### config.mk
export PLATFORM = sky130hd
export DESIGN_NAME = usb_endpoint_descriptor_finder
export DESIGN_NICKNAME = d
export VERILOG_FILES = /design/src/hdl/udf_pkg.sv /design/src/hdl/usb_endpoint_descriptor_finder.sv /design/src/hdl/udf_walker.sv
export SDC_FILE = /design/constraint.sdc
export NUM_CORES = 1
export LEC_CHECK = 0
export BUFFER_PORTS_ARGS = -buffer_cell sky130_fd_sc_hd__buf_4
export CORE_MARGIN = 1
export CORE_UTILIZATION = 35
export CTS_CLUSTER_DIAMETER = 200
export CTS_CLUSTER_SIZE = 25
export DETAILED_ROUTE_END_ITERATION = 8
export GPL_ROUTABILITY_DRIVEN = 0
export PLACE_DENSITY_LB_ADDON = 0.05
export SETUP_SLACK_MARGIN = 0.15
export SYNTH_ARGS = -nofsm -noshare
export SYNTH_HDL_FRONTEND = slang
export SYNTH_SLANG_ARGS = --single-unit
### constraint.sdc
create_clock -name clk_i -period 6.5 [get_ports clk_i]
set_input_delay 0.975 -clock clk_i [delete_from_list [all_inputs] [get_ports clk_i]]
set_output_delay 0.975 -clock clk_i [all_outputs]
set_load 0.02 [all_outputs]
### src/hdl/udf_pkg.sv
// Package for the USB endpoint descriptor finder.
// Holds the configuration register indexes, descriptor type codes and the
// shared configuration and result structs. No dependencies.
package udf_pkg;

  localparam int unsigned CfgAddrWidth = 3;
  localparam int unsigned CfgDataWidth = 8;

  // Descriptor type codes that the walk reacts to.
  localparam logic [7:0] DescKindInterface = 8'd4;
  localparam logic [7:0] DescKindEndpoint  = 8'd5;

  typedef enum logic [CfgAddrWidth-1:0] {
    CfgNumConfigs     = 3'd0,
    CfgWantedConfig   = 3'd1,
    CfgWantedIntf     = 3'd2,
    CfgWantedAlt      = 3'd3,
    CfgAddrMatchValue = 3'd4,
    CfgAddrMatchMask  = 3'd5,
    CfgWantedXferType = 3'd6
  } cfg_idx_e;

  typedef struct packed {
    logic [7:0] num_configs;
    logic [7:0] wanted_config_value;
    logic [7:0] wanted_interface;
    logic [7:0] wanted_alternate;
    logic [7:0] addr_match_value;
    logic [7:0] addr_match_mask;
    logic [1:0] wanted_xfer_type;
  } cfg_t;

  typedef struct packed {
    logic        found;
    logic [3:0]  endpoint_number;
    logic [15:0] max_packet_size;
  } result_t;

endpackage

### src/hdl/usb_endpoint_descriptor_finder.sv
// A result is registered into the output entry, or into the skid entry while the
// output entry is held. One descriptor byte is taken per cycle while the skid
// entry is free; the per-byte walk is a single pass of compares and counters,
// and a two-entry output buffer keeps the input side open while one result
// waits. Reset: asynchronous, active low; configuration registers return to
// their defaults and the stream state to empty. Depends on udf_pkg and udf_walker.
module usb_endpoint_descriptor_finder (
  input  logic                              clk_i,
  input  logic                              rst_ni,
  // Configuration write port.
  input  logic                              cfg_we_i,
  input  logic [udf_pkg::CfgAddrWidth-1:0]  cfg_addr_i,
  input  logic [udf_pkg::CfgDataWidth-1:0]  cfg_wdata_i,
  // Descriptor byte stream.
  input  logic                              s_axis_tvalid,
  output logic                              s_axis_tready,
  input  logic [7:0]                        s_axis_tdata,  // [7:0] desc_byte
  input  logic                              s_axis_tlast,  // last_byte
  // Result stream.
  output logic                              m_axis_tvalid,
  input  logic                              m_axis_tready,
  output logic [23:0]                       m_axis_tdata,  // [3:0] endpoint_number,
                                                           // [19:4] max_packet_size
  output logic                              m_axis_tuser   // found
);

  udf_pkg::cfg_t    cfg_q;
  udf_pkg::result_t res;
  udf_pkg::result_t out_q, out_d, skid_q, skid_d;
  logic             res_valid;
  logic             in_xfer;
  logic             out_valid_q, out_valid_d;
  logic             skid_valid_q, skid_valid_d;

  always_ff @(posedge clk_i or negedge rst_ni) begin
    if (!rst_ni) begin
      cfg_q.num_configs         <= 8'd1;
      cfg_q.wanted_config_value <= 8'd1;
      cfg_q.wanted_interface    <= 8'd0;
      cfg_q.wanted_alternate    <= 8'd0;
      cfg_q.addr_match_value    <= 8'd0;
      cfg_q.addr_match_mask     <= 8'd128;
      cfg_q.wanted_xfer_type    <= 2'd2;
    end else if (cfg_we_i) begin
      case (udf_pkg::cfg_idx_e'(cfg_addr_i))
        udf_pkg::CfgNumConfigs:     cfg_q.num_configs         <= cfg_wdata_i;
        udf_pkg::CfgWantedConfig:   cfg_q.wanted_config_value <= cfg_wdata_i;
        udf_pkg::CfgWantedIntf:     cfg_q.wanted_interface    <= cfg_wdata_i;
        udf_pkg::CfgWantedAlt:      cfg_q.wanted_alternate    <= cfg_wdata_i;
        udf_pkg::CfgAddrMatchValue: cfg_q.addr_match_value    <= cfg_wdata_i;
        udf_pkg::CfgAddrMatchMask:  cfg_q.addr_match_mask     <= cfg_wdata_i;
        udf_pkg::CfgWantedXferType: cfg_q.wanted_xfer_type    <= cfg_wdata_i[1:0];
        default:                    cfg_q                     <= cfg_q;
      endcase
    end
  end

  // Bytes are taken as long as the skid entry is free.
  assign s_axis_tready = !skid_valid_q;
  assign in_xfer       = s_axis_tvalid && s_axis_tready;

  udf_walker u_walker (
    .clk_i        (clk_i),
    .rst_ni       (rst_ni),
    .cfg_i        (cfg_q),
    .byte_valid_i (in_xfer),
    .byte_i       (s_axis_tdata),
    .last_i       (s_axis_tlast),
    .res_valid_o  (res_valid),
    .res_o        (res)
  );

  always_comb begin
    out_d        = out_q;
    out_valid_d  = out_valid_q;
    skid_d       = skid_q;
    skid_valid_d = skid_valid_q;
    if (out_valid_q && m_axis_tready) begin
      if (skid_valid_q) begin
        out_d        = skid_q;
        skid_valid_d = 1'b0;
      end else begin
        out_valid_d = 1'b0;
      end
    end
    if (res_valid) begin
      if (!out_valid_d) begin
        out_d       = res;
        out_valid_d = 1'b1;
      end else begin
        skid_d       = res;
        skid_valid_d = 1'b1;
      end
    end
  end

  always_ff @(posedge clk_i or negedge rst_ni) begin
    if (!rst_ni) begin
      out_valid_q  <= 1'b0;
      skid_valid_q <= 1'b0;
    end else begin
      out_valid_q  <= out_valid_d;
      skid_valid_q <= skid_valid_d;
    end
  end

  always_ff @(posedge clk_i) begin
    out_q  <= out_d;
    skid_q <= skid_d;
  end

  assign m_axis_tvalid = out_valid_q;
  assign m_axis_tuser  = out_q.found;
  assign m_axis_tdata  = {4'd0, out_q.max_packet_size, out_q.endpoint_number};

  a_skid_behind_out: assert property (@(posedge clk_i) disable iff (!rst_ni)
    skid_valid_q |-> out_valid_q)
    else $error("skid entry holds a result while the output entry is empty");

  a_skid_fill: assert property (@(posedge clk_i) disable iff (!rst_ni)
    (out_valid_q && !m_axis_tready && res_valid) |=> skid_valid_q)
    else $error("result lost while the output entry was stalled");

  a_result_on_last: assert property (@(posedge clk_i) disable iff (!rst_ni)
    res_valid |-> (s_axis_tvalid && s_axis_tready && s_axis_tlast))
    else $error("result produced without a last byte transaction");

  a_not_found_zero: assert property (@(posedge clk_i) disable iff (!rst_ni)
    (m_axis_tvalid && !m_axis_tuser) |-> (m_axis_tdata == 24'd0))
    else $error("nonzero fields on a result with no match");

endmodule

### src/hdl/udf_walker.sv
// Descriptor stream walker: tracks configuration blocks and descriptors byte by
// byte and captures the first matching endpoint descriptor.
// Depends on udf_pkg.
module udf_walker (
  input  logic             clk_i,
  input  logic             rst_ni,
  input  udf_pkg::cfg_t    cfg_i,
  input  logic             byte_valid_i,
  input  logic [7:0]       byte_i,
  input  logic             last_i,
  output logic             res_valid_o,
  output udf_pkg::result_t res_o
);

  typedef struct packed {
    logic [15:0] cfg_offset;
    logic [15:0] cfg_total_len;
    logic [7:0]  cfg_count;
    logic        in_wanted_cfg;
    logic [7:0]  desc_offset;
    logic [7:0]  desc_length;
    logic [7:0]  desc_kind;
    logic [7:0]  cur_interface;
    logic [7:0]  cur_alternate;
    logic [7:0]  ep_addr_hold;
    logic [7:0]  ep_attr_hold;
    logic [7:0]  size_low_hold;
    logic        match_done;
    logic [3:0]  found_endpoint;
    logic [15:0] found_size;
    logic        walk_over;
    logic        desc_stall;
  } walk_state_t;

  walk_state_t st_q, st_d, upd;
  logic [7:0]  cnt_inc;
  logic        block_end;
  logic        ep_match;

  always_comb begin
    upd       = st_q;
    cnt_inc   = st_q.cfg_count + 8'd1;
    block_end = 1'b0;
    ep_match  = 1'b0;

    if (!st_q.walk_over) begin
      if (st_q.cfg_count >= cfg_i.num_configs) begin
        upd.walk_over = 1'b1;
      end else begin
        // Header fields of the configuration descriptor at the block start.
        case (st_q.cfg_offset)
          16'd2:   upd.cfg_total_len = {st_q.cfg_total_len[15:8], byte_i};
          16'd3:   upd.cfg_total_len = {byte_i, st_q.cfg_total_len[7:0]};
          16'd5:   upd.in_wanted_cfg = (byte_i == cfg_i.wanted_config_value);
          default: upd.cfg_total_len = st_q.cfg_total_len;
        endcase

        if (!st_q.desc_stall) begin
          if (st_q.desc_offset == 8'd0) begin
            upd.desc_length = byte_i;
            if (byte_i == 8'd0) begin
              upd.desc_stall = 1'b1;
            end
          end else if (st_q.desc_offset == 8'd1) begin
            upd.desc_kind = byte_i;
          end else if (st_q.desc_kind == udf_pkg::DescKindInterface) begin
            if (upd.in_wanted_cfg && st_q.desc_offset == 8'd2) begin
              upd.cur_interface = byte_i;
            end
            if (upd.in_wanted_cfg && st_q.desc_offset == 8'd3) begin
              upd.cur_alternate = byte_i;
            end
          end else if (st_q.desc_kind == udf_pkg::DescKindEndpoint) begin
            case (st_q.desc_offset)
              8'd2: upd.ep_addr_hold  = byte_i;
              8'd3: upd.ep_attr_hold  = byte_i;
              8'd4: upd.size_low_hold = byte_i;
              8'd5: begin
                ep_match = upd.in_wanted_cfg &&
                           st_q.cur_interface == cfg_i.wanted_interface &&
                           st_q.cur_alternate == cfg_i.wanted_alternate &&
                           st_q.ep_attr_hold[1:0] == cfg_i.wanted_xfer_type &&
                           (st_q.ep_addr_hold & cfg_i.addr_match_mask) ==
                             cfg_i.addr_match_value;
              end
              default: ep_match = 1'b0;
            endcase
          end

          if (ep_match) begin
            upd.match_done     = 1'b1;
            upd.found_endpoint = st_q.ep_addr_hold[3:0];
            upd.found_size     = {byte_i, st_q.size_low_hold};
            upd.walk_over      = 1'b1;
          end

          // A zero length byte leaves the descriptor offset where it is.
          if (!(st_q.desc_offset == 8'd0 && byte_i == 8'd0)) begin
            if ({1'b0, st_q.desc_offset} + 9'd1 >= {1'b0, upd.desc_length}) begin
              upd.desc_offset = 8'd0;
            end else begin
              upd.desc_offset = st_q.desc_offset + 8'd1;
            end
          end
        end

        if (!upd.walk_over) begin
          if (upd.in_wanted_cfg && upd.desc_stall) begin
            upd.walk_over = 1'b1;
          end else begin
            block_end = st_q.cfg_offset >= 16'd3 &&
                        {1'b0, st_q.cfg_offset} + 17'd1 >= {1'b0, upd.cfg_total_len};
            if (block_end) begin
              if (upd.in_wanted_cfg || cnt_inc >= cfg_i.num_configs) begin
                upd.walk_over = 1'b1;
              end
              upd.cfg_count     = cnt_inc;
              upd.cfg_offset    = 16'd0;
              upd.cfg_total_len = 16'd0;
              upd.in_wanted_cfg = 1'b0;
              upd.desc_offset   = 8'd0;
              upd.desc_length   = 8'd0;
              upd.desc_kind     = 8'd0;
              upd.desc_stall    = 1'b0;
            end else begin
              upd.cfg_offset = st_q.cfg_offset + 16'd1;
            end
          end
        end
      end
    end
  end

  // The stream state returns to reset after the byte marked last.
  always_comb begin
    st_d = st_q;
    if (byte_valid_i) begin
      st_d = last_i ? '0 : upd;
    end
  end

  assign res_valid_o           = byte_valid_i && last_i;
  assign res_o.found           = upd.match_done;
  assign res_o.endpoint_number = upd.match_done ? upd.found_endpoint : 4'd0;
  assign res_o.max_packet_size = upd.match_done ? upd.found_size : 16'd0;

  always_ff @(posedge clk_i or negedge rst_ni) begin
    if (!rst_ni) begin
      st_q <= '0;
    end else begin
      st_q <= st_d;
    end
  end

  a_found_once: assert property (@(posedge clk_i) disable iff (!rst_ni)
    (st_q.match_done && !(byte_valid_i && last_i)) |=> st_q.match_done)
    else $error("match flag dropped before end of stream");

  a_match_stops_walk: assert property (@(posedge clk_i) disable iff (!rst_ni)
    st_q.match_done |-> st_q.walk_over)
    else $error("walk still running after a match");

  a_clear_on_last: assert property (@(posedge clk_i) disable iff (!rst_ni)
    (byte_valid_i && last_i) |=> (!st_q.walk_over && !st_q.match_done &&
                                  st_q.cfg_count == 8'd0))
    else $error("stream state not cleared after last byte");

endmodule

=== Yosys cells after proc, flatten, opt, wreduce, memory -nomap -nowiden ===
Cells that the tools add are included.

* Magnitude comparators: 5
* Add/sub/neg operators: 5
* Bitwise operators: 1
* Muxes and demuxes: 63
* Reductions and logical operators: 41
* Equal/unequal tests: 29

{| class="wikitable"
|+ Operators by type and width
! operator !! count
|-
| 87-bit two-way mux || 3
|-
| 128-bit two-way mux || 2
|-
| 65-bit two-way mux || 2
|-
| 126-bit two-way mux || 1
|-
| 8-bit two-way mux || 12
|-
| 21-bit two-way mux || 4
|-
| 16-bit two-way mux || 5
|-
| 49-bit two-way mux || 1
|-
| 24-bit two-way mux || 2
|-
| 48-bit two-way mux || 1
|-
| 40-bit two-way mux || 1
|-
| 16-bit by 2-bit equality test with 1-bit output (second input constant) || 2
|-
| 8-bit by 3-bit equality test with 1-bit output (second input constant) || 4
|-
| 8-bit equality test || 4
|-
| 16-bit case mux with 2 select lines || 1
|-
| 9-bit AND reduction || 3
|-
| 1-bit two-way mux || 24
|-
| 22-bit two-way mux || 1
|-
| 16-bit by 1-bit adder with 17-bit output (second input constant) || 1
|-
| 17-bit by 16-bit >= comparator with 1-bit output || 1
|-
| 16-bit by 1-bit adder with 16-bit output (second input constant) || 1
|-
| 8-bit by 1-bit adder with 8-bit output (second input constant) || 2
|-
| 16-bit by 3-bit equality test with 1-bit output (second input constant) || 1
|-
| 8-bit by 2-bit equality test with 1-bit output (second input constant) || 2
|-
| other kinds (24) || 63
|}

* Word-level logic and storage cells: 176
* Bits in registers: 216
* Output and inout bits: 27
* Bits of input ports: 25

=== Depth between registers and ports, before layout ===
Gate-level depths: netlist of the first run.

* Word-level depth: 28
* Gate-level depth with buffers: 19
* Mapped depth without buffers: 16

=== Hierarchy ===
From an unflattened synthesis of the first run, not the netlist that was laid out.

* Cell total of the unflattened synthesis: 1079
* Area total of the unflattened synthesis: 11352.1 sq um

{| class="wikitable"
|+ Modules (own cells, without submodules)
! module !! sequential area each (sq um) !! area an instance (sq um) !! cells an instance !! times used
|-
| udf_walker || 3052.9 || 7689.9 || 813 || 1
|-
| usb_endpoint_descriptor_finder || 2357.3 || 3662.3 || 266 || 1
|}

=== Worst setup path before layout of the first run ===
Ideal clock, no wire load.

* Path type: reg-to-reg
* Start point: register u_walker.st_q[115] in the netlist's numbering
* End point: register u_walker.st_q[127] in the netlist's numbering
* Setup time: 0.095 ns
* Cell stages (with the launch flop): 17
* Arrival time: 4.087 ns
* Setup slack: 2.317 ns
* Required time: 6.405 ns
* Period minus slack after synthesis: 4.183 ns
* Buffers on the path: 1
* Cell sequence: dfrtp_1 -> or4_1 -> nor3_1 -> nand3_1 -> nor3b_2 -> nand2_1 -> a22oi_1 -> ha_1 -> a21o_1 -> a221o_1 -> a22oi_1 -> o21ai_0 -> o21a_1 -> nor4_2 -> buf_2 -> inv_1 -> o31ai_1

* Longest elaborated chain between the ends: 22
* Elaborated cells between the ends (all ways): 40
* Those cells by class: 2 x add/sub; 2 x order compare; 5 x eq/ne; 24 x mux; 7 x reduce/logical

{| class="wikitable"
|+ RTL lines
! element !! line !! text
|-
| from (decl) || udf_walker.sv:35 || <nowiki>walk_state_t st_q, st_d, upd;</nowiki>
|-
| from (signal assigned) || udf_walker.sv:151 || <nowiki>st_q <= st_d;</nowiki>
|-
| 16-bit by 3-bit equality test with 1-bit output || udf_walker.sv:51 || <nowiki>case (st_q.cfg_offset)</nowiki>
|-
| 1-bit two-way mux || udf_walker.sv:51 ||
|-
| 1-bit two-way mux || udf_walker.sv:47 || <nowiki>if (st_q.cfg_count >= cfg_i.num_configs) begin</nowiki>
|-
| 1-bit two-way mux || udf_walker.sv:46 || <nowiki>if (!st_q.walk_over) begin</nowiki>
|-
| 1-bit logical AND || udf_walker.sv:79 || <nowiki>ep_match = upd.in_wanted_cfg &&</nowiki>
|-
| 1-bit logical AND || udf_walker.sv:80 || <nowiki>st_q.cur_interface == cfg_i.wanted_interface &&</nowiki>
|-
| 1-bit logical AND || udf_walker.sv:81 || <nowiki>st_q.cur_alternate == cfg_i.wanted_alternate &&</nowiki>
|-
| 1-bit logical AND || udf_walker.sv:82 || <nowiki>st_q.ep_attr_hold[1:0] == cfg_i.wanted_xfer_type &&</nowiki>
|-
| (+6 left out) || -- ||
|-
| 1-bit two-way mux || udf_walker.sv:47 ||
|-
| 1-bit two-way mux || udf_walker.sv:46 ||
|-
| 22-bit two-way mux || udf_walker.sv:90 || <nowiki>if (ep_match) begin</nowiki>
|-
| 87-bit two-way mux || udf_walker.sv:58 || <nowiki>if (!st_q.desc_stall) begin</nowiki>
|-
| 87-bit two-way mux || udf_walker.sv:47 ||
|-
| 87-bit two-way mux || udf_walker.sv:46 ||
|-
| 2-bit != test (no source line) || -- ||
|-
| 5-bit AND reduction (no source line) || -- ||
|}

Several ways; a longest one is shown, not always the timed one. The select of a mux whose other input is x is not followed.
A chain may end at the register's enable or synchronous reset.

=== Final worst setup path of the first run ===
* Start point: register u_walker.st_q[115] in the netlist's numbering
* End point: register u_walker.st_q[75] in the netlist's numbering

* Longest elaborated chain between the ends: 24
* Elaborated cells between the ends (all ways): 36
* Those cells by class: 1 x add/sub; 2 x order compare; 3 x eq/ne; 24 x mux; 6 x reduce/logical

{| class="wikitable"
|+ RTL lines
! element !! line !! text
|-
| 16-bit by 3-bit equality test with 1-bit output || udf_walker.sv:51 ||
|-
| 1-bit two-way mux || udf_walker.sv:51 ||
|-
| 1-bit two-way mux || udf_walker.sv:47 ||
|-
| 1-bit two-way mux || udf_walker.sv:46 ||
|-
| 1-bit logical AND || udf_walker.sv:79 ||
|-
| 1-bit logical AND || udf_walker.sv:80 ||
|-
| 1-bit logical AND || udf_walker.sv:81 ||
|-
| 1-bit logical AND || udf_walker.sv:82 ||
|-
| (+8 left out) || -- ||
|-
| 22-bit two-way mux || udf_walker.sv:90 ||
|-
| 87-bit two-way mux || udf_walker.sv:58 ||
|-
| 87-bit two-way mux || udf_walker.sv:47 ||
|-
| 87-bit two-way mux || udf_walker.sv:46 ||
|-
| 65-bit two-way mux (*) || udf_walker.sv:107 || <nowiki>if (!upd.walk_over) begin</nowiki>
|-
| 126-bit two-way mux (*) || udf_walker.sv:47 ||
|-
| 128-bit two-way mux (*) || udf_walker.sv:46 ||
|-
| 128-bit two-way mux (*) || udf_walker.sv:138 || <nowiki>st_d = last_i ? '0 : upd;</nowiki>
|}

Mark *: on every way between the ends. The rest lies on a longest branch, timed or not. The select of a mux whose other input is x is not followed.

==> results of run 1 <==
## final cells by class
type	instances	area (µm²)	share of cell area [%]
inverter	52	195	1.57
clock inverter	1	11.3	0.0906
multi-input combinational	795	5490	44.2
timing repair buffer	62	469	3.78
sequential	216	5410	43.5
clock buffer	18	344	2.77
tap	402	503	4.05
## Yosys cell counts, types with 13 or more instances
master / instances
dfrtp_1: 170
nand2_1: 158
mux2_2: 75
o21ai_0: 56
inv_1: 52
nand3_1: 52
ha_1: 48
clkbuf_1: 36
a21oi_1: 35
nor2_1: 34
a22oi_1: 27
a31oi_1: 24
xor2_1: 24
dfxtp_1: 21
edfxtp_1: 21
mux2i_1: 21
xnor2_1: 21
o21ai_1: 20
and3_1: 17
nor3_1: 16
a22o_1: 15
buf_2: 13
## worst paths after layout
| kind | end | slack (ps) | cells after the start |
|---|---|---|---|
| setup / recovery | u_walker.st_q[75] | 1460 | 15 |
| hold / removal | u_walker.st_q[108] | 490 | 2 |
| setup reg to reg | u_walker.st_q[75] | 1460 | 15 |
| hold reg to reg | u_walker.st_q[108] | 490 | 2 |
| max in group asynchronous | u_walker.st_q[58] | 4770 | 2 |
| min in group asynchronous | cfg_q[3] | 570 | 1 |
## state kept, by name (all words and copies together), names as in the netlist
| register | count |
|---|---|
| u_walker.st_q | 122 |
| cfg_q | 50 |
| skid_q | 21 |
| m_axis_tdata | 20 |
| m_axis_tuser | 1 |
| m_axis_tvalid | 1 |
| skid_valid_q | 1 |
## metrics by stage
stage | utilization (%) | setup WS (ps) | hold slack (ps)
floorplan | - | 2320 | 450
global placement | 38.1 | 1530 | 471
detailed placement | 38.1 | 1480 | 472
CTS | 39.2 | 1440 | 496
global route | 39.2 | 846 | 521
finish | 39.2 | 1460 | 491
## metal layers
| metal | global-route usage [%] | share of wire (%) | up-vias |
|---|---|---|---|
| met3 | 2.01 | 2.9 | 26 |
| met5 | 0 | 0 | - |
| met4 | 3.90 | 1.6 | 0 |
| met2 | 28.4 | 44 | 119 |
| li1 | - | - | 4074 |
| met1 | 27.7 | 52 | 3981 |
## power by group through the flow
stage                     logic [mW]  registers [mW]  clock network [mW]
after detailed placement        1.49            1.94                   0
after floorplan                0.970            1.94                   0
final                           1.47            1.92               0.836
after CTS                       1.49            1.92               0.880
after global routing            1.65            1.96               0.921
after global placement          1.48            1.94                   0
## worst min-delay path: cells and delay by family, from the launching register on
kind	cells	cell delay (ps)
DFF	1	360
and+or+nand+nor	1	50
AOI/OAI and AO/OA	1	60
## cell families (layout without fill, tap and decap cells)
kind of cell | after synthesis | in the layout | share of synthesized area, %
compound gates | 260 | 260 | 15.5
xor+xnor | 45 | 45 | 3.47
fa+ha+maj | 48 | 48 | 5.29
buf+inv | 112 | 133 | 4.25
flops | 216 | 216 | 47.7
mux | 96 | 96 | 9.30
other cells | 1 | 4 | 0.0331
simple gates | 342 | 342 | 14.5
==> impl_metrics.py, run 1 <==
metrics = {
    "timing": {
        "timing.final.crit_period_ps": 5040,
        "fmax_mhz": 199,
        "setup_tns_ps": 0,
        "finalClockSkew_ps": 16.4,
        "min_period_over_period_pct": 77.5,
        "rsz0062_at_grt": "false",
        "setup_viol": 0,
        "hold_viol_final": 0,
        "slew_violations": 0,
        "slew_headroom_pct": 27.6,
        "tightest_slew_ps": 1080,
    },
    "routing": {
        "drtIter0Drc": 526,
        "finalWirelength_mm": 29.9,
        "post_drt_wl_per_cell_um": 19.3,
        "vias": 8200,
        "viasPerCell": 5.30,
        "drtPass1Iterations": 5,
        "drc": 0,
        "ant_nets": 0,
    },
    "pwr": {
        "irDropWorstVdd_mv": 0.138,
        "switchingPower_mw": 1.55,
        "switching_share_pct": 36.8,
        "sequentialPowerShare_pct": 45.4,
        "power_density_mw_per_mm2": 340,
        "combinationalPowerShare_pct": 34.8,
        "p_leak_nw": 5.44,
        "p_clk_share_pct": 19.8,
        "internal-power_mw": 2.67,
        "power.total_mw": 4.22,
    },
    "cts": {
        "cts.clk_slew.worst_paths_ps": 100,
        "cts_tree": "built",
        "cts_resized": 0,
        "htree_levels": 1,
        "cts_buffers": 12,
        "cts_root_buffer": "clkbuf_16",
        "clk_latency_ps": 480,
        "hold_buffers": 0,
        "clockBufferDepth": 3,
        "clock-sinks": 216,
        "post-cts-setup-buffer-count": 0,
    },
    "synth": {
        "synth_largest_area_cell": "dfrtp_1",
        "syn_area_per_cell_um2": 10.1,
        "synth_cell_types": 76,
        "ys.flop_type": "dfrtp_1",
        "synth-edff-count": 21,
        "async_flop_share_pct": 80.6,
        "synth_area_leaders": "dfrtp_1 (37%), mux2_2 (7.4%), edfxtp_1 (5.6%)",
        "yosys.area.top_type_share_pct": 37.5,
        "ys_seq_area_share_pct": 47.7,
        "netlist_area_mm2": 0.0113,
        "ys_ff_latch": 216,
        "postSynthCellCount": 1120,
        "yosys_warnings": 0,
    },
    "cells_and_area": {
        "fin_cells": 1546,
        "nets": 1212,
        "final_common_cell": "dfrtp_1",
        "num-fill-cells": 3145,
        "drive_gt1_share_pct": 16.3,
        "syn2layout_area_growth_pct": 9.53,
        "layout_common_cells": "dfrtp_1 (170), nand2_1 (158), mux2_2 (75)",
        "fin_area_mm2": 0.0124,
        "num_antenna_cells": 0,
    },
    "run_status": {
        "status": "complete, no violations",
    },
    "placement": {
        "place_hpwl_mm": 21.0,
        "dp_cells": 1527,
        "portBuffers": 47,
        "place_area_mm2": 0.0121,
    },
    "setup_path": {
        "crit_required_ps": 6910,
        "cpPeakStageDelay_ps": 550,
        "crit_top_cell": "a22oi_1",
        "start_kind": "flop",
        "end_kind": "flop",
        "crit_arrival_ps": 5440,
        "crit_buf_inv": 0,
        "r2r_start": "u_walker.st_q[115]",
        "path_class": "reg -> reg",
        "cp_cell_sequence": "or4_1 -> nor3_1 -> nand3_1 -> nor3b_2 -> nand2_1 -> a22oi_1 -> ha_1 -> a21o_1 -> a221o_1 -> a22oi_1 -> o21ai_0 -> o21ai_1 -> o21ai_2 -> o21bai_2 -> o2bb2ai_1",
        "crit_family": "compound AO/OA/AOI/OAI gates",
        "cp_max_fo": 18,
        "startpoint": "u_walker.st_q[115]",
        "slowest_stage": "o21ai_1",
    },
    "global_routing": {
        "antenna_found_initial": 0,
        "grt_pass1_vias": 8051,
        "overflow": 0,
        "grt_max_degree": 87,
        "grt_pass1_wl_mm": 48.0,
        "grt.total_usage_pct": 18.4,
    },
    "die": {
        "dieHeight_um": 182,
        "rows": 65,
        "die_x_um": 182,
        "start_util_pct": 35.8,
        "die_area_mm2": 0.0331,
        "ioPinCount": 52,
        "core_mm2": 0.0317,
    },
    "min_path": {
        "hp-start": "u_walker.st_q[108]",
        "hold_path.class": "reg -> reg",
    },
    "run": {
        "cap_violations": 0,
    },
}
(Power assumes the default switching activity.)
==> inputs of run 2 (changes only) <==
==> constraint.sdc (replaced) <==
create_clock -name clk_i -period 4.95 [get_ports clk_i]
set_input_delay 0.7425 -clock clk_i [delete_from_list [all_inputs] [get_ports clk_i]]
set_output_delay 0.7425 -clock clk_i [all_outputs]
set_load 0.02 [all_outputs]
==> run 2 against run 1 <==
Compared with the run above:
- die area stayed put
- sequential cell count unchanged
- fmax grew 15%
- design area rose by 0.39%
- cell count increased by 0.26%
- routed wire length rose by 1.2%
- sequential power grew 31%
==> impl_metrics.py, run 2 (same netlist as run 1, synthesis figures left out) <==
metrics = {
    "timing": {
        "finalClockSkew_ps": 26.1,
        "slew_violations": 0,
        "slew_headroom_pct": 39.9,
        "min_period_over_period_pct": 88.7,
        "timing.final.crit_period_ps": 4390,
        "hold_viol_final": 0,
        "rsz0062_at_grt": "false",
        "tightest_slew_ps": 902,
        "fmax_mhz": 228,
        "setup_viol": 0,
        "setup_tns_ps": 0,
    },
    "setup_path": {
        "crit_end": "u_walker.st_q[124]",
        "crit_arrival_ps": 4800,
        "start_kind": "flop",
        "startpoint": "u_walker.st_q[115]",
        "r2r_setup_slack_ps": 560,
        "path_class": "reg -> reg",
        "end_kind": "flop",
        "r2r-end": "u_walker.st_q[124]",
        "reg2reg_depth": 15,
        "r2r_start": "u_walker.st_q[115]",
        "cp_max_fo": 14,
        "crit_required_ps": 5360,
    },
    "cts": {
        "hold_buffers": 0,
        "cts_tree": "built",
        "cts_buffers": 12,
        "cts_root_buffer": "clkbuf_16",
        "htree_levels": 1,
        "cts.clk_slew.worst_paths_ps": 110,
        "clk_latency_ps": 490,
        "post-cts-setup-buffer-count": 0,
        "cts_resized": 0,
        "clockBufferDepth": 3,
        "clock-sinks": 216,
    },
    "routing": {
        "vias": 8282,
        "viasPerCell": 5.34,
        "finalWirelength_mm": 30.3,
        "drtPass1Iterations": 6,
        "drc": 0,
        "drtIter0Drc": 531,
        "post_drt_wl_per_cell_um": 19.5,
        "ant_nets": 0,
    },
    "cells_and_area": {
        "final_common_cell": "dfrtp_1",
        "fin_cells": 1550,
        "largestRegisters": "u_walker.st_q: 122 flops, cfg_q: 50 flops, skid_q: 21 flops",
        "regMostFlops": "u_walker.st_q",
        "drive_gt1_share_pct": 16.7,
        "syn2layout_area_growth_pct": 9.96,
        "layout_common_cells": "dfrtp_1 (170), nand2_1 (157), mux2_2 (75)",
        "largest_reg_flops": 122,
        "num_antenna_cells": 0,
        "nets": 1216,
    },
    "die": {
        "die_x_um": 182,
        "core_mm2": 0.0317,
        "rows": 65,
        "die_area_mm2": 0.0331,
        "dieHeight_um": 182,
        "ioPinCount": 52,
        "start_util_pct": 35.8,
    },
    "placement": {
        "place_hpwl_mm": 21.2,
        "dp_cells": 1531,
        "portBuffers": 47,
    },
    "global_routing": {
        "grt_max_degree": 107,
        "overflow": 0,
        "grt_pass1_wl_mm": 48.1,
        "grt_pass1_vias": 7917,
        "grt.total_usage_pct": 18.5,
        "antenna_found_initial": 0,
    },
    "run": {
        "cap_violations": 0,
    },
    "min_path": {
        "hold_path.class": "in -> async",
    },
    "pwr": {
        "p_leak_nw": 5.47,
        "power_density_mw_per_mm2": 446,
        "irDropWorstVdd_mv": 0.188,
    },
    "run_status": {
        "status": "complete, no violations",
    },
}
-- run 2: worst min path at each step --
stage          cells past startpoint          startpoint  slack (ps)            endpoint
3_3_place_gp                       1   u_walker.st_q[71]         470   u_walker.st_q[71]
6_report                           1              rst_ni         280           cfg_q[29]
3_5_place_dp                       2  u_walker.st_q[104]         470  u_walker.st_q[104]
4_1_cts                            1              rst_ni         290           cfg_q[29]
2_1_floorplan                      0              rst_ni         450            cfg_q[0]
5_1_grt                            1              rst_ni         310   u_walker.st_q[52]
-- run 2: area by class of cell --
type	count	area (µm²)
inverter	52	195
tap	402	503
timing repair buffer	66	512
fill	3148	19200
multi-input combinational	795	5500
clock inverter	1	11.3
clock buffer	18	344
sequential	216	5410
-- run 2: metal layers --
metal	wire, µm	track usage, %
met1	16000	28.6
met5	0	0
met3	896	1.78
met2	13000	27.9
met4	364	3.36
-- run 2: through the flow --
| stage | utilization, % | area, µm² | setup WS (ps) | power, mW | hold slack, ps |
|---|---|---|---|---|---|
| 5_1_grt | 39.3 | 12500 | 141 | 5.97 | 308 |
| 3_5_place_dp | 38.2 | 12100 | 468 | 4.52 | 472 |
| 4_1_cts | 39.3 | 12500 | 417 | 5.66 | 287 |
| 6_report | 39.3 | 12500 | 560 | 5.56 | 283 |
| 2_1_floorplan | - | 11400 | 767 | 3.82 | 447 |
| 3_3_place_gp | 38.2 | 12100 | 566 | 4.51 | 468 |
-- run 2: power by group --
group	total (mW)	internal, mW	switching (mW)	leakage, nW
logic	1.95	0.840	1.11	2.63
registers	2.51	2.18	0.332	2.66
clock network	1.10	0.494	0.610	0.172
total	5.56	3.51	2.05	5.47
-- run 2: worst max-delay path, cell delays in order, from the launching register on --
cell,delay [ps]
dfrtp_1,430
or4_1,530
nor3_1,180
nand3_1,190
or4_4,530
a22oi_1,270
ha_1,290
and2_0,160
a221o_1,300
a22oi_1,130
o21ai_0,150
o21a_1,260
nor4_2,310
buf_4,290
a21oi_1,90
o22ai_1,190
==> inputs of run 3 (changes only) <==
==> constraint.sdc (replaced) <==
create_clock -name clk_i -period 3.9 [get_ports clk_i]
set_input_delay 0.585 -clock clk_i [delete_from_list [all_inputs] [get_ports clk_i]]
set_output_delay 0.585 -clock clk_i [all_outputs]
set_load 0.02 [all_outputs]
==> run 3 against run 2 <==
Compared with the run above:
- the flow now finishes with violations (negative setup slack)
- sequential share of layout area fell by 3.3 points
- core utilization grew 3.2 points
- fmax grew 9.8%
- routed wire length rose by 9.1%
- critical path depth grew 1
- highest routed layer unchanged
- non-clock buffer count rose by 64
- via count increased by 4.7%
- largest power group unchanged
- design area grew 8.2%
- combinational power grew 55%
- sequential power is 26% higher
==> impl_metrics.py, run 3 (same netlist as run 1, synthesis figures left out) <==
metrics = {
    "die": {
        "core_mm2": 0.0317,
        "die_area_mm2": 0.0331,
        "ioPinCount": 52,
        "rows": 65,
        "dieHeight_um": 182,
        "die_x_um": 182,
        "start_util_pct": 35.8,
    },
    "routing": {
        "met3WireLength_um": 848,
        "drtPass1Iterations": 5,
        "viasPerCell": 5.37,
        "vias": 8670,
        "finalWirelength_mm": 33.0,
        "drtIter0Drc": 449,
        "wl_met1_mm": 16.5,
        "highest_layer": "met4",
        "ant_nets": 0,
        "drc": 0,
        "dr_wl_met2_mm": 14.9,
        "post_drt_wl_per_cell_um": 20.4,
    },
    "cells_and_area": {
        "layout_common_cells": "dfrtp_1 (170), nand2_1 (153), buf_4 (111)",
        "largestRegisters": "u_walker.st_q: 122 flops, cfg_q: 50 flops, skid_q: 21 flops",
        "nets": 1280,
        "final_common_cell": "dfrtp_1",
        "num_antenna_cells": 0,
        "regMostFlops": "u_walker.st_q",
        "num-fill-cells": 3111,
        "largest_reg_flops": 122,
        "syn2layout_area_growth_pct": 19.0,
        "fin_cells": 1615,
        "drive_gt1_share_pct": 26.5,
    },
    "pwr": {
        "p_leak_nw": 5.95,
        "power.total_mw": 7.63,
        "power_density_mw_per_mm2": 565,
        "irDropWorstVdd_mv": 0.243,
    },
    "timing": {
        "min_period_over_period_pct": 102,
        "fmax_mhz": 250,
        "slew_headroom_pct": 43.6,
        "hold_viol_final": 0,
        "timing.final.crit_period_ps": 4000,
        "setup_viol": 23,
        "fin_ws_ps": -97.5,
        "slew_violations": 0,
        "tightest_slew_ps": 843,
        "rsz0062_at_grt": "true",
        "finalClockSkew_ps": 37.9,
        "setup_tns_ps": -967,
    },
    "setup_path": {
        "end_kind": "flop",
        "crit_required_ps": 4310,
        "crit_buf_inv": 2,
        "slowest_stage": "or4_4",
        "crit_family": "simple AND/OR/NAND/NOR gates",
        "start_kind": "flop",
        "cp_cell_sequence": "or4_4 -> nor3_4 -> nand3_2 -> or4_4 -> a22oi_2 -> ha_1 -> and2_4 -> a221o_1 -> a22oi_2 -> o21ai_2 -> o21a_2 -> nor4_4 -> buf_6 -> nand2_4 -> buf_6 -> o22ai_1",
        "cpPeakStageDelay_ps": 550,
        "path_class": "reg -> reg",
        "r2r_setup_slack_ps": -100,
        "crit_arrival_ps": 4400,
        "cp_max_fo": 7,
    },
    "run_status": {
        "status": "finished, violations left",
        "violations": "negative setup slack",
    },
    "cts": {
        "clock-sinks": 216,
        "hold_buffers": 0,
        "clk_latency_ps": 510,
        "cts_root_buffer": "clkbuf_16",
        "clockBufferDepth": 3,
        "cts_buffers": 12,
        "htree_levels": 1,
        "cts.clk_slew.worst_paths_ps": 100,
        "cts_tree": "built",
    },
    "min_path": {
        "hold_path.class": "in -> async",
    },
    "placement": {
        "portBuffers": 47,
        "dp_cells": 1574,
        "place_hpwl_mm": 22.3,
        "pre_cts_ws_ps": -125,
    },
    "global_routing": {
        "overflow": 0,
        "antenna_found_initial": 0,
        "grt.total_usage_pct": 20.2,
        "grt_pass1_wl_mm": 51.9,
        "grt_max_degree": 86,
        "grt_pass1_vias": 8501,
    },
    "run": {
        "cap_violations": 0,
    },
}
run 3: path summary, 6_finish.rpt:
kind / from / to / depth (start not counted)
worst max-delay path: u_walker.st_q[115] / u_walker.st_q[121] / 16
worst min-delay path: rst_ni / u_walker.st_q[32] / 1
worst max register to register: u_walker.st_q[115] / u_walker.st_q[121] / 16
worst min register to register: u_walker.st_q[106] / u_walker.st_q[106] / 2
max in group asynchronous: rst_ni / u_walker.st_q[117] / 2
min in group clk_i: m_axis_tready / skid_valid_q / 2
run 3: area by class of cell:
class	instances	area (µm²)	area share, %
Inverter	52	198	1.46
Clock inverter	1	11.3	0.0834
Clock buffer	19	348	2.58
Tap cell	402	503	3.72
Timing Repair Buffer	130	1100	8.12
Multi-Input combinational cell	795	5940	44.0
Sequential cell	216	5410	40.1
run 3: where the power goes:
part	internal [mW]	leakage, nW	total (mW)	switching (mW)
sequential	2.76	2.67	3.17	0.405
clock	0.632	0.173	1.43	0.799
combinational	1.38	3.11	3.03	1.65
total	4.77	5.95	7.63	2.86
run 3: stage by stage:
step	cell area, µm²	hold WS [ps]	utilization, %
after detailed placement	12500	474	39.5
final	13500	54.6	42.6
after CTS	13200	48.0	41.5
after global routing	13500	81.6	42.6
after floorplan	11500	289	-
after global placement	12500	470	39.5
run 3: routing by layer:
metal  up-vias  track usage, %
li1       4198               -
met1      4311            29.8
met2       123            31.5
met3        38            2.23
met4         0            5.04
met5         -               0
run 3: timing repair:
item	in CTS	in global routing
setup buffers	10	8
cloned	2	1
endpoints found under the setup margin	66	67
gates resized for setup	52	51
endpoints found under the hold margin	0	0
pin swaps	18	15
